--- config.mk ---
export PLATFORM = sky130hd
export DESIGN_NAME = vkpt_delay
export DESIGN_NICKNAME = d
export VERILOG_FILES = /design/src/sv/vkpt_delay.sv
export SDC_FILE = /design/constraint.sdc
export NUM_CORES = 1
export LEC_CHECK = 0
export ABC_AREA = 0
export ABC_CLOCK_PERIOD_IN_PS = 800
export CORE_UTILIZATION = 35
export CTS_CLUSTER_SIZE = 40
export DETAILED_ROUTE_END_ITERATION = 10
export DONT_BUFFER_PORTS = 1
export GPL_TIMING_DRIVEN = 0
export HOLD_SLACK_MARGIN = 0.12
export PLACE_DENSITY = 0.48
export SLEW_MARGIN = 20
export SYNTH_ARGS = -nofsm -noshare
export SYNTH_HDL_FRONTEND = slang
export SYNTH_SLANG_ARGS = --single-unit
--- constraint.sdc ---
create_clock -name clock -period 0.8 [get_ports clock]
set_clock_uncertainty 0.15 [all_clocks]
set_input_delay 0.16 -clock clock [delete_from_list [all_inputs] [get_ports clock]]
set_output_delay 0.16 -clock clock [all_outputs]
set_load 0.1 [all_outputs]
--- src/sv/vkpt_delay.sv ---
`timescale 1ns / 1ps
`default_nettype none

module vkpt_delay #(
   parameter int W     = 8,
   parameter int DEPTH = 2
) (
   input  wire logic         clock,
   input  wire logic         reset,
   input  wire logic [W-1:0] din,
   output logic      [W-1:0] dout
);

   logic [W-1:0] data_ff [0:DEPTH-1];

   // plain shift line
   always_ff @(posedge clock) begin
      if (reset) begin
         for (int i = 0; i < DEPTH; i++) begin
            data_ff[i] <= '0;
         end
      end else begin
         data_ff[0] <= din;
         for (int i = 1; i < DEPTH; i++) begin
            data_ff[i] <= data_ff[i-1];
         end
      end
   end

   assign dout = data_ff[DEPTH-1];

endmodule

`default_nettype wire

==> flow_summary.yaml <==
layout:
  diodes: 0
  final_cell_mix: "buf_12, dfxtp_1, dfxtp_2"
  design_area_um2: 676
  area_delta_synth_final_pct: 28.9
  nets: 56
  top_regs: "data_ff: 16 flops"
  largest_reg_flops: 16
  top_register: "data_ff"
  drive_above_1_share_pct: 75.0
setup_path:
  path_class: "reg -> out"
  crit_family: "flip-flops"
  worstPathRequired_ns: 0.49
  critPathArrivalTime_ns: 0.79
  setup.worst_path.end_class: "primary output"
  cp_max_fo: 1
  path_cells: "buf_12"
  critPathBufInv: 1
  crit_path_start_kind: "flop"
  crit_path_max_incr_delay_ns: 0.35
  slowest_stage: "dfxtp_2"
power:
  p_per_area_nw_per_um2: 2170
  vdd_drop_max_v: 0.00121
  p_leak_nw: 0.282
logic_synthesis:
  avgSynthCellArea_um2: 12.8
  synth_seq_area_share_pct: 61.1
  synth.area.top_cells: "dfxtp_1, nor2b_2, buf_4"
  netlist_area_um2: 524
  synth_area_leader_cell: "dfxtp_1"
  yosysWarningCount: 0
  synthCells: 41
  synth_top_area_share_pct: 61.1
  synth_cell_types: 6
  postSynthNetCount: 51
  ys_seq_elements: 16
die:
  dieArea_um2: 1660
  start_util_pct: 38.8
  rows: 13
  fp.dieH_um: 40.7
  io_pins: 18
  core-area_um2: 1350
  die_w_um: 40.7
global_routing:
  grt_util_met3_pct: 4.35
  grt.busiest_layer: "met2"
  met1_usage_pct: 10.1
  track_usage_pct: 8.78
  grt_pass1_vias: 224
  grt_antenna_before_repair: 0
  grt_max_degree: 11
  met2_usage_pct: 11.9
  grt_pass1_wl_um: 883
  grt-ovfl-total: 0
sta:
  hold_slack_ns: -0.136
  post-route-period-util_pct: 137
  hold_violations: 16
  fmax_ghz: 0.910
  tightest_slew_ns: 0.102
  post-route-min-period_ns: 1.10
  slew_headroom_pct: 93.2
  rsz0062_at_grt: "yes"
  layout_setup_ws_ns: -0.299
  final_max_slew_viol_count: 0
  setup_viol_count_final: 8
routing:
  wire_per_inst_um: 9.14
  route.vias.total: 236
  drcViolationCount: 0
  drtAntennaViolNets: 0
  firstDrtPassIters: 1
  vias_per_cell: 4.00
  routed_wl_um: 539
  initialDrtViolationCount: 0
placed_design:
  placed_cell_area_um2: 653
  place.gp.congestion: 0.545
  port_buffers: 0
clock_tree:
  htreeDepth: 1
  clockBufferDepth: 2
  tritoncts: "yes"
  tritoncts_num_sinks: 16
  clk_latency_ns: 0.27
  root_buffer: "clkbuf_4"
  cts_buffers: 3
  path_clk_slew_ns: 0.08
outcome:
  violations: "hold timing, setup timing"
  status: "finished, violations left"
run:
  max-cap-violations: 0
worst_hold_path:
  hold_class: "in -> reg"
-- logic make-up after synthesis --
kind of cell  after synthesis  share of synthesized area, %
flops                      16                          61.1
simple gates               16                          25.3
buf+inv                     9                          13.6
-- power by group --
group / total [mW] / internal (mW) / switching [mW]
registers: 0.853 / 0.837 / 0.0163
clock network: 0.378 / 0.174 / 0.204
logic: 0.234 / 0.0943 / 0.140
total: 1.46 / 1.11 / 0.359
-- cell usage after synthesis --
library cell,n
and2b_2,6
dfxtp_1,16
buf_4,8
nor2b_1,3
buf_6,1
nor2b_2,7
-- repair_timing --
action                                  in CTS  in global routing
endpoints found under the setup margin       8                  8
buffers inserted                             0                  0
endpoints found under the hold margin       16                 16
pin swaps                                    0                  0
gates resized for setup                      0                  0
-- area by class of cell --
type / instances / area [µm²]
Buffer: 9 / 171
Clock buffer: 3 / 22.5
Tap cell: 15 / 18.8
Sequential cell: 16 / 330
Fill cell: 130 / 674
Multi-Input combinational cell: 16 / 133
-- layer usage --
layer  vias to the layer above  wire length (µm)
met5                         -                 0
met1                        98               212
li1                        120                 -
met4                         0                 0
met2                        18               244
met3                         0                82
-- per-stage QoR --
| step | std cells | setup TNS [ns] | utilization, % | setup slack [ns] | total power [mW] |
|---|---|---|---|---|---|
| after floorplan | 41 | 0 | - | 0.00756 | 1.10 |
| after global placement | 56 | 0 | 48.4 | 0.00337 | 1.10 |
| after detailed placement | 56 | -0.00156 | 48.4 | -0.00156 | 1.11 |
| after CTS | 59 | -2.41 | 50.0 | -0.306 | 1.48 |
| after global routing | 59 | -2.60 | 50.0 | -0.338 | 1.53 |
| final | 59 | -2.34 | 50.0 | -0.299 | 1.46 |
-- path summary, 6_finish.rpt --
path | start | endpoint | slack (ns) | cells after the start
worst max register to register | data_ff[0][7] | data_ff[0][15] | 0.06 | 1
worst min register to register | data_ff[0][4] | data_ff[0][12] | 0.29 | 1
worst min-delay path | din[7] | data_ff[0][7] | -0.14 | 1
worst max-delay path | data_ff[0][8] | dout[0] | -0.30 | 1
Power figures use the tool's default switching activity.
