===== src/sv/vkpt_sqrt.sv =====
`timescale 1ns / 1ps
`default_nettype none

// Pipelined integer square root of (q << FRAC_BITS), one root bit per stage.
module vkpt_sqrt #(
   parameter int FRAC_BITS = 16
) (
   input  wire logic        clock,
   input  wire logic [31:0] q,
   output logic      [31:0] root
);

   localparam int SW  = 32 + FRAC_BITS;
   localparam int RW  = (SW + 1) / 2;
   localparam int AW2 = 2 * RW;
   localparam int RMW = RW + 2;

   logic [AW2-1:0] arg_ff  [0:RW-1];
   logic [RMW-1:0] rem_ff  [0:RW-1];
   logic [RW-1:0]  root_ff [0:RW-1];

   for (genvar i = 0; i < RW; i++) begin : g_step
      logic [AW2-1:0] arg_src;
      logic [RMW-1:0] rem_src;
      logic [RW-1:0]  root_src;
      logic [RMW+1:0] rem_t;
      logic [RMW+1:0] trial;
      logic           ge;

      if (i == 0) begin : g_first
         assign arg_src  = AW2'({q, {FRAC_BITS{1'b0}}});
         assign rem_src  = '0;
         assign root_src = '0;
      end else begin : g_next
         assign arg_src  = arg_ff[i-1];
         assign rem_src  = rem_ff[i-1];
         assign root_src = root_ff[i-1];
      end

      // bring in two argument bits, try (root << 2) | 1
      assign rem_t = {rem_src, arg_src[AW2-1:AW2-2]};
      assign trial = (RMW+2)'({root_src, 2'b01});
      assign ge    = rem_t >= trial;

      always_ff @(posedge clock) begin
         arg_ff[i]  <= {arg_src[AW2-3:0], 2'b00};
         rem_ff[i]  <= ge ? RMW'(rem_t - trial) : rem_t[RMW-1:0];
         root_ff[i] <= {root_src[RW-2:0], ge};
      end
   end

   assign root = 32'(root_ff[RW-1]);

endmodule

`default_nettype wire


===== config.mk =====
export PLATFORM = sky130hd
export DESIGN_NAME = vkpt_sqrt
export DESIGN_NICKNAME = d
export VERILOG_FILES = /design/src/sv/vkpt_sqrt.sv
export SDC_FILE = /design/constraint.sdc
export NUM_CORES = 2
export LEC_CHECK = 0
export BUFFER_PORTS_ARGS = -buffer_cell sky130_fd_sc_hd__buf_2
export CAP_MARGIN = 10
export CORE_ASPECT_RATIO = 0.7
export CORE_MARGIN = 4
export CORE_UTILIZATION = 45
export CTS_BUF_LIST = sky130_fd_sc_hd__clkbuf_8
export DETAILED_ROUTE_END_ITERATION = 10
export PLACE_DENSITY_LB_ADDON = 0.12
export SYNTH_ARGS = -nofsm -noshare
export SYNTH_HDL_FRONTEND = slang
export SYNTH_SLANG_ARGS = --single-unit

===== constraint.sdc =====
create_clock -name clock -period 8.51 [get_ports clock]
set_clock_uncertainty 0.1 [all_clocks]
set_input_delay 1.702 -clock clock [delete_from_list [all_inputs] [get_ports clock]]
set_output_delay 1.702 -clock clock [all_outputs]
set_load 0.01 [all_outputs]

==> summary.txt <==
Floorplanning
  – Initial core utilization: 45.7%
  – Std-Cell Rows: 95
  – # IOs: 65
  – Full die area: 103000 um^2
  – Core area: 96800 um^2
  – Die Y: 270 um
  – Die Width: 383 um

STA
  – Tmin final: 4240 ps
  – Setup ws final: 4270 ps
  – Tcrit/Tclk final: 49.8%
  – Total negative slack: 0 ps
  – Final Hold Fails: 0
  – Worst Hold Slack: 220 ps
  – Max Slew Vio Count: 0
  – Slew margin rel.: 21.9%
  – Fmax: 236 MHz
  – RSZ-0062 raised after global routing: false
  – Slew @ Worst Pin: 1160 ps
  – # setup viols final: 0

Power
  – Worst vdd ir: 0.189 mV
  – Power density over cell area: 285 nW/um^2
  – Pleak: 0.0234 uW

Global route
  – Vias in the first global route: 28428
  – Pin count of the biggest net entering global routing: 42
  – Initial antenna violation count: 5
  – First-pass GRT wire length: 145 mm
  – GRT Util Overall: 17.0%
  – Total congestion overflow: 0

Clock tree
  – H-tree lvl count: 4
  – Post-CTS setup buffer count: 0
  – Worst-path clk slew: 60 ps
  – Clk_lat worst skew: 850 ps
  – CTS tree: yes
  – TritonCTS buffer count: 166
  – # clock sinks: 1096
  – CTS root buf: clkbuf_8
  – CTS Buffer Depth: 3
  – # hold bufs at CTS: 0
  – PostCTS Resize Cnt: 0

Detailed routing
  – Via count: 30350
  – # DRC: 0
  – Iter 0 DRT Violations: 1957
  – Final wirelength: 88.8 mm
  – Drt wl/cell: 14.7 um
  – Vias/cell: 5.01
  – Final ANT Viol Nets: 0
  – First-pass detailed-route iteration total: 7

Setup path
  – Critical path endpoint category: flop
  – Arr. time, crit path: 4850 ps
  – Crit-path slowest cell: a21o_1
  – Kind of critical path: flop to flop
  – Worst Path Required: 9120 ps
  – CP cell instances: ha_1 -> fa_1 -> a21oi_1 -> o22ai_1 -> o31a_1 -> a221oi_1 -> a21o_1 -> clkinv_1 -> o211ai_1 -> nor4_1 -> xor2_1
  – Crit path max fanout: 28
  – CP max stage delay: 700 ps
  – Critical Path Source Type: flop

Cells and area
  – Area of the multi-input gates: 20500 um^2
  – Final Util: 51.0%
  – Post-Layout Cell Count: 6055
  – Register Area: 21900 um^2
  – Nets: 4961
  – Layout cells sized above 1: 9.74%
  – Fillers: 9113
  – Area Overhead vs Synth: 11.5%

Synth
  – Post-synth top cells: dfxtp_1, inv_1, ha_1, nand2_1, nor2_1
  – Ranking of synthesized cells by area: dfxtp_1, ha_1, xnor2_1
  – Synth top area share: 49.6%
  – Number of flops mapped to enable cells by yosys: 0
  – Top-count cell post-synth: dfxtp_1
  – FFs w/ async S/R, synth: 0%
  – Cell taking the most area after synthesis: dfxtp_1
  – Library cells used by synthesis: 97
  – Syn Area/Cell: 9.93 um^2
  – Seq/Total Area, Yosys: 49.6%
  – Synthesis-stage register bit count: 1096
  – Yosys warns: 0
  – Synthesized area: 44200 um^2
  – Synthesized instance count: 4458
  – Top_reg_cell synth: dfxtp_1

Placement
  – RD Place Congestion: 0.854
  – IO Port Bufs: 56
  – DP Wirelength: 67.0 mm
  – Placed Instances: 5751
  – Pre-CTS setup slack: 4320 ps

Hold path
  – Hold Crit Class: flop to flop

Job
  – Maxcap violations: 0

Outcome
  – Run status: completed
where the power goes:
part / total (uW) / internal [uW] / switching (uW)
registers: 6890 / 6120 / 772
clock network: 4460 / 2430 / 2030
logic: 2720 / 1300 / 1430
metrics by stage:
stage	power (uW)	instance area, um^2
detailed placement	9710	45800
floorplan	8910	44300
global route	15000	49300
CTS	14300	49300
global placement	9690	45800
finish	14100	49300
area by class of cell:
| class | instances | share of cell area, % |
|---|---|---|
| repair buffers | 62 | 0.659 |
| clock inverters | 99 | 1.43 |
| diodes | 1 | 0.00507 |
| multi-input cells | 2897 | 41.5 |
| inverters | 387 | 2.94 |
| flip-flops and latches | 1096 | 44.5 |
| clock buffers | 204 | 5.69 |
| well taps | 1309 | 3.32 |
placed cells by master (no fill, tap or decap), drive strengths merged, types with 20 or more instances in the layout:
cell       n
or2       25
nor2b     42
o21ai    206
nor3     119
a31oi     23
or3       44
o21a      49
mux2     102
nand4     40
a21o      96
nor2     283
inv      447
nand2    292
xnor2    233
or4       27
o21bai    23
nor4      55
dfxtp   1096
ha       311
and3      20
buf       62
o31ai     29
clkbuf   204
nand2b    60
clkinv    26
a211oi    45
nand3     70
a21oi    271
o211ai    23
xor2     194
worst max-delay path, delay by kind of cell, from the launching register on:
kind	cells	cell delay, ps
xor+xnor	1	150
flops	1	360
fa+ha+maj	2	650
compound gates	6	2170
simple gates	1	100
buf+inv	1	560
worst paths after layout:
path	to	from	slack, ps	depth (start not counted)
hold reg to reg	arg_ff[0][64]$_DFF_P_	arg_ff[0][16]$_DFF_P_	220	0
setup reg to reg	rem_ff[2][75]$_DFF_P_	rem_ff[2][26]$_SDFF_PP0_	4270	11
setup / recovery	rem_ff[2][75]$_DFF_P_	rem_ff[2][26]$_SDFF_PP0_	4270	11
hold / removal	arg_ff[0][64]$_DFF_P_	arg_ff[0][16]$_DFF_P_	220	0
flip-flops by register name (all words and copies together) (netlist names):
name / count
arg_ff: 240
rem_ff: 556
root_ff: 300
per-layer routing:
| layer | GRT usage [%] | routed length [um] | share of wire (%) |
|---|---|---|---|
| met2 | 22.2 | 33400 | 38 |
| met5 | 0 | 0 | 0 |
| met3 | 3.78 | 5340 | 6.0 |
| met1 | 26.7 | 48100 | 54 |
| met4 | 6.16 | 1970 | 2.2 |
logic make-up (layout without fill, tap and decap cells):
logic type               Yosys count  count (layout)  share of synthesized area, %
AND/OR/NAND/NOR                 1169            1169                          13.5
flip-flops                      1096            1096                          49.6
AO/OA/AOI/OAI                    864             864                          12.3
buffers and inverters            473             752                          4.24
XOR/XNOR                         427             427                          8.45
adder cells (fa/ha/maj)          318             318                          9.11
multiplexers                     110             110                          2.78
other                              1              10                       0.00848
(Power assumes the default switching activity.)
