File: src/sv/vkpt_pkg.sv
`timescale 1ns / 1ps
`default_nettype none

package vkpt_pkg;

   // data word and product widths
   localparam int DATA_W        = 32;
   localparam int PROD_W        = 42;   // sign + 41-bit clamped magnitude
   localparam int SUM_W         = 44;
   localparam int FRAC_BITS_DEF = 16;

   localparam logic [40:0] MAG_LIMIT = 41'h100_0000_0000;
   localparam logic [31:0] Q_MAX     = 32'hFFFF_FFFF;

   localparam logic MODE_LOVE     = 1'b0;
   localparam logic MODE_RAYLEIGH = 1'b1;

   // side data that rides along the divide and square root lanes
   typedef struct packed {
      logic               valid;
      logic               mode;
      logic               last;
      logic [31:0]        rho;
      logic signed [31:0] k0;
      logic signed [31:0] k1;
      logic signed [31:0] k2;
      logic signed [31:0] k3;
      logic signed [31:0] k4;
      logic signed [33:0] diff;   // A - 2L
   } side_type;

   // results that wait for the second multiply group
   typedef struct packed {
      logic               valid;
      logic               mode;
      logic               last;
      logic signed [31:0] rsum;
      logic signed [31:0] s4;
   } mid_type;

   // saturate to the signed 32-bit range
   function automatic logic signed [31:0] sat32(input logic signed [SUM_W-1:0] v);
      logic signed [SUM_W-1:0] hi;
      logic signed [SUM_W-1:0] lo;
      hi = SUM_W'(32'sh7FFF_FFFF);
      lo = -SUM_W'(33'sh0_8000_0000);
      if (v > hi) begin
         return 32'sh7FFF_FFFF;
      end else if (v < lo) begin
         return 32'sh8000_0000;
      end else begin
         return v[31:0];
      end
   endfunction

   // magnitude of a signed 32-bit word
   function automatic logic [31:0] mag32(input logic signed [31:0] v);
      logic [31:0] m;
      m = v[31] ? 32'(-v) : v;
      return m;
   endfunction

endpackage

`default_nettype wire

File: src/sv/vkpt_mul.sv
`timescale 1ns / 1ps
`default_nettype none

// Fixed-point product of magnitudes: (a * b) >> FRAC_BITS, clamped to 2^40,
// sign applied. Two partial products, then sum and clamp.
module vkpt_mul #(
   parameter int AW        = 32,
   parameter int FRAC_BITS = 16
) (
   input  wire logic                              clock,
   input  wire logic [AW-1:0]                     a_mag,
   input  wire logic [31:0]                       b_mag,
   input  wire logic                              neg,
   output logic signed [vkpt_pkg::PROD_W-1:0]     prod
);

   import vkpt_pkg::*;

   localparam int H  = (AW + 1) / 2;
   localparam int HI = AW - H;
   localparam int FW = AW + 32;

   logic [H+31:0]          lo_ff;
   logic [HI+31:0]         hi_ff;
   logic                   neg_ff;
   logic [FW-1:0]          full;
   logic [FW-1:0]          sh;
   logic [40:0]            mag;
   logic signed [PROD_W-1:0] prod_ff;

   // partial products
   always_ff @(posedge clock) begin
      lo_ff  <= (H+32)'(a_mag[H-1:0] * b_mag);
      hi_ff  <= (HI+32)'(a_mag[AW-1:H] * b_mag);
      neg_ff <= neg;
   end

   // combine, scale, clamp
   always_comb begin
      full = (FW'(hi_ff) << H) + FW'(lo_ff);
      sh   = full >> FRAC_BITS;
      mag  = (sh > FW'(MAG_LIMIT)) ? MAG_LIMIT : sh[40:0];
   end

   always_ff @(posedge clock) begin
      prod_ff <= neg_ff ? -$signed({1'b0, mag}) : $signed({1'b0, mag});
   end

   assign prod = prod_ff;

endmodule

`default_nettype wire

File: config.mk
export PLATFORM = sky130hd
export DESIGN_NAME = vkpt_mul
export DESIGN_NICKNAME = d
export VERILOG_FILES = /design/src/sv/vkpt_pkg.sv /design/src/sv/vkpt_mul.sv
export SDC_FILE = /design/constraint.sdc
export NUM_CORES = 2
export LEC_CHECK = 0
export BUFFER_PORTS_ARGS = -buffer_cell sky130_fd_sc_hd__buf_2
export CAP_MARGIN = 20
export CORE_ASPECT_RATIO = 1.1
export CORE_MARGIN = 1
export CORE_UTILIZATION = 59
export DETAILED_ROUTE_END_ITERATION = 8
export MAX_ROUTING_LAYER = met4
export PLACE_DENSITY = 0.76
export SKIP_CTS_REPAIR_TIMING = 1
export SYNTH_ARGS = -nofsm -noshare
export SYNTH_HDL_FRONTEND = slang
export SYNTH_SLANG_ARGS = --single-unit
File: constraint.sdc
create_clock -name clock -period 10.5 [get_ports clock]
set_input_delay 1.575 -clock clock [delete_from_list [all_inputs] [get_ports clock]]
set_output_delay 1.575 -clock clock [all_outputs]
set_load 0.05 [all_outputs]
==> results.cfg <==
[routing]
drt-initial-drc-count = 2199
viasPerCell = 5.63
wire_per_inst_microns = 18.9
wl_microns = 95700
drt_drc_violations_left = 0
vias = 28515
antenna_left = 0
firstDrtPassIters = 8

[yosys]
yosys-top-cells-area = fa_1, inv_1, ha_1
synthCells = 4295
synth_most_common_cell = inv_1
dominantRegCellSynth = dfxtp_1
ys_ff_latch = 123
yosysWarnings = 0
yosys.area.top_type = fa_1
yosysSeqAreaShare = 0.0657
async_reset_ff_frac = 0
syn_area_per_cell_sq_um = 8.72
yosysUniqueCellTypes = 80
synth_common_cells = inv_1, fa_1, nand2_1
synth_fp_nets = 5467
synth_top_area_share = 0.447
synth_edf_count = 0
synth_area_sq_um = 37500

[grt]
use_met2 = 0.533
grt_pass1_vias = 30856
grt.busiest_layer = met2
grt.total_usage = 0.321
grt_pass1_wl_microns = 158000
use_met3 = 0.0583
overflow = 0
grt_antenna_before_repair = 5
grt_max_degree = 53
met1_usage = 0.399

[floorplan]
start_util = 0.599
rows = 96
die_w_microns = 242
die_y_microns = 266
dieArea_sq_um = 64500
coreArea_sq_um = 62600
ios = 108

[clocking]
clk_latency_ps = 430
clkSinkCount = 123
path_clk_slew_ps = 60
clk_path_buf_depth = 2
cts-root-buf = clkbuf_16
cts_buffers = 17
cts_max_level = 4
cts_tree = done

[hold_path]
hold_path_end = prod[0]
hold_depth = 3
hp-start = hi_ff[0]
hold_path_class = flop to flop

[critical_path]
reg2regPathDepth = 24
timing.rr.start = hi_ff[14]
worst_setup_path_end_kind = flop
critPathLaunch = a_mag[17]
startpoint_type = primary input
cp.arrival_ps = 8880
critPathMaxFanout = 32
rr_endpoint = prod[38]
critical_path_class = primary input to flop
cp.required_ps = 10850
reg2reg_setup_slack_ps = 2730

[timing]
maxSlewHeadroom = 0.324
rsz0062_at_grt = false
slew_viol_final = 0
finalSetupTns_ps = 0
setup_viol = 0
fin_crit_sh = 0.812
layout_min_cycle_time_ps = 8520
fmax_ghz = 0.117
hold_viol_final = 0
worst_slew_pin_slew_ps = 1010
clock_skew_ps = 14.1

[final_layout]
drive_gt1_frac = 0.0442
areaGrowthSynthToFinish_pct = 4.12
final_nets = 5387

[status]
outcome = finished clean

[placement]
hpwl_microns = 74400
gp_congestion = 0.943
io_buffer_count = 107

[run]
cap_viol_max_count = 0
worst max path at each step:
stage                            to  cells after the start
after CTS                 hi_ff[47]                     23
after floorplan           hi_ff[47]                     23
after detailed placement  hi_ff[47]                     25
final                     hi_ff[47]                     25
after global routing      hi_ff[47]                     25
after global placement    hi_ff[47]                     23
worst max-delay path, cell delays in order:
cell and delay, ps:
buf_2 610, nand2_1 180, fa_1 540, fa_1 520, fa_1 510, inv_1 50
fa_1 490, fa_1 490, inv_1 50, fa_1 470, inv_1 40, ha_1 370
a2111o_1 430, nor2_1 90, o21ai_0 160, a32oi_1 200, o21ai_0 180, o311ai_0 350
buf_4 200, a311oi_1 120, a41oi_1 390, o21ai_0 200, a221o_1 320, a21oi_1 170
xnor2_1 130
final cells by class:
type | count | area (sq um)
Clock buffer | 17 | 425
Tap cell | 833 | 1040
Fill cell | 5304 | 23600
Multi-Input combinational cell | 3036 | 30700
Timing Repair Buffer | 129 | 701
Antenna cell | 7 | 17.5
Clock inverter | 15 | 213
Sequential cell | 123 | 2460
Inverter | 908 | 3410
placed cells by master, fill, tap and decap left out, types with 77 or more instances in the layout:
| master | count |
|---|---|
| nand2_1 | 698 |
| nor2_1 | 99 |
| xnor2_1 | 77 |
| fa_1 | 836 |
| buf_2 | 107 |
| inv_1 | 908 |
| a21oi_1 | 99 |
| and2_1 | 429 |
| ha_1 | 270 |
| dfxtp_1 | 123 |
layer usage:
layer  routed length, microns  vias to the layer above
met3                     8670                      226
met2                    45700                     1317
met1                    38400                    14281
li1                         -                    12691
met5                        0                        -
met4                     2880                        0
cells by family after synthesis:
kind of cell | Yosys count | synth area share
AO/OA/AOI/OAI | 386 | 0.0688
buffers and inverters | 1136 | 0.114
adder cells (fa/ha/maj) | 1106 | 0.537
flip-flops | 123 | 0.0657
multiplexers | 4 | 0.00110
AND/OR/NAND/NOR | 1420 | 0.185
XOR/XNOR | 120 | 0.0283
metrics by stage:
stage | util | hold slack [ps] | area (sq um) | setup slack (ps) | instances
4_1_cts | 0.623 | 739 | 39000 | 1990 | 5061
6_report | 0.623 | 734 | 39000 | 1980 | 5068
2_1_floorplan | - | 537 | 37500 | 2410 | 4295
5_1_grt | 0.623 | 769 | 39000 | 1350 | 5065
3_3_place_gp | 0.613 | 701 | 38300 | 1560 | 5029
3_5_place_dp | 0.613 | 716 | 38300 | 1560 | 5029
sequential cells by signal, indices dropped and copies added (netlist names):
name,count
hi_ff,48
prod,42
lo_ff,32
neg_ff,1
Power is left out: the tool's default activity adds up to more than one toggle a clock period on the data nets, which glitch-free logic cannot reach.
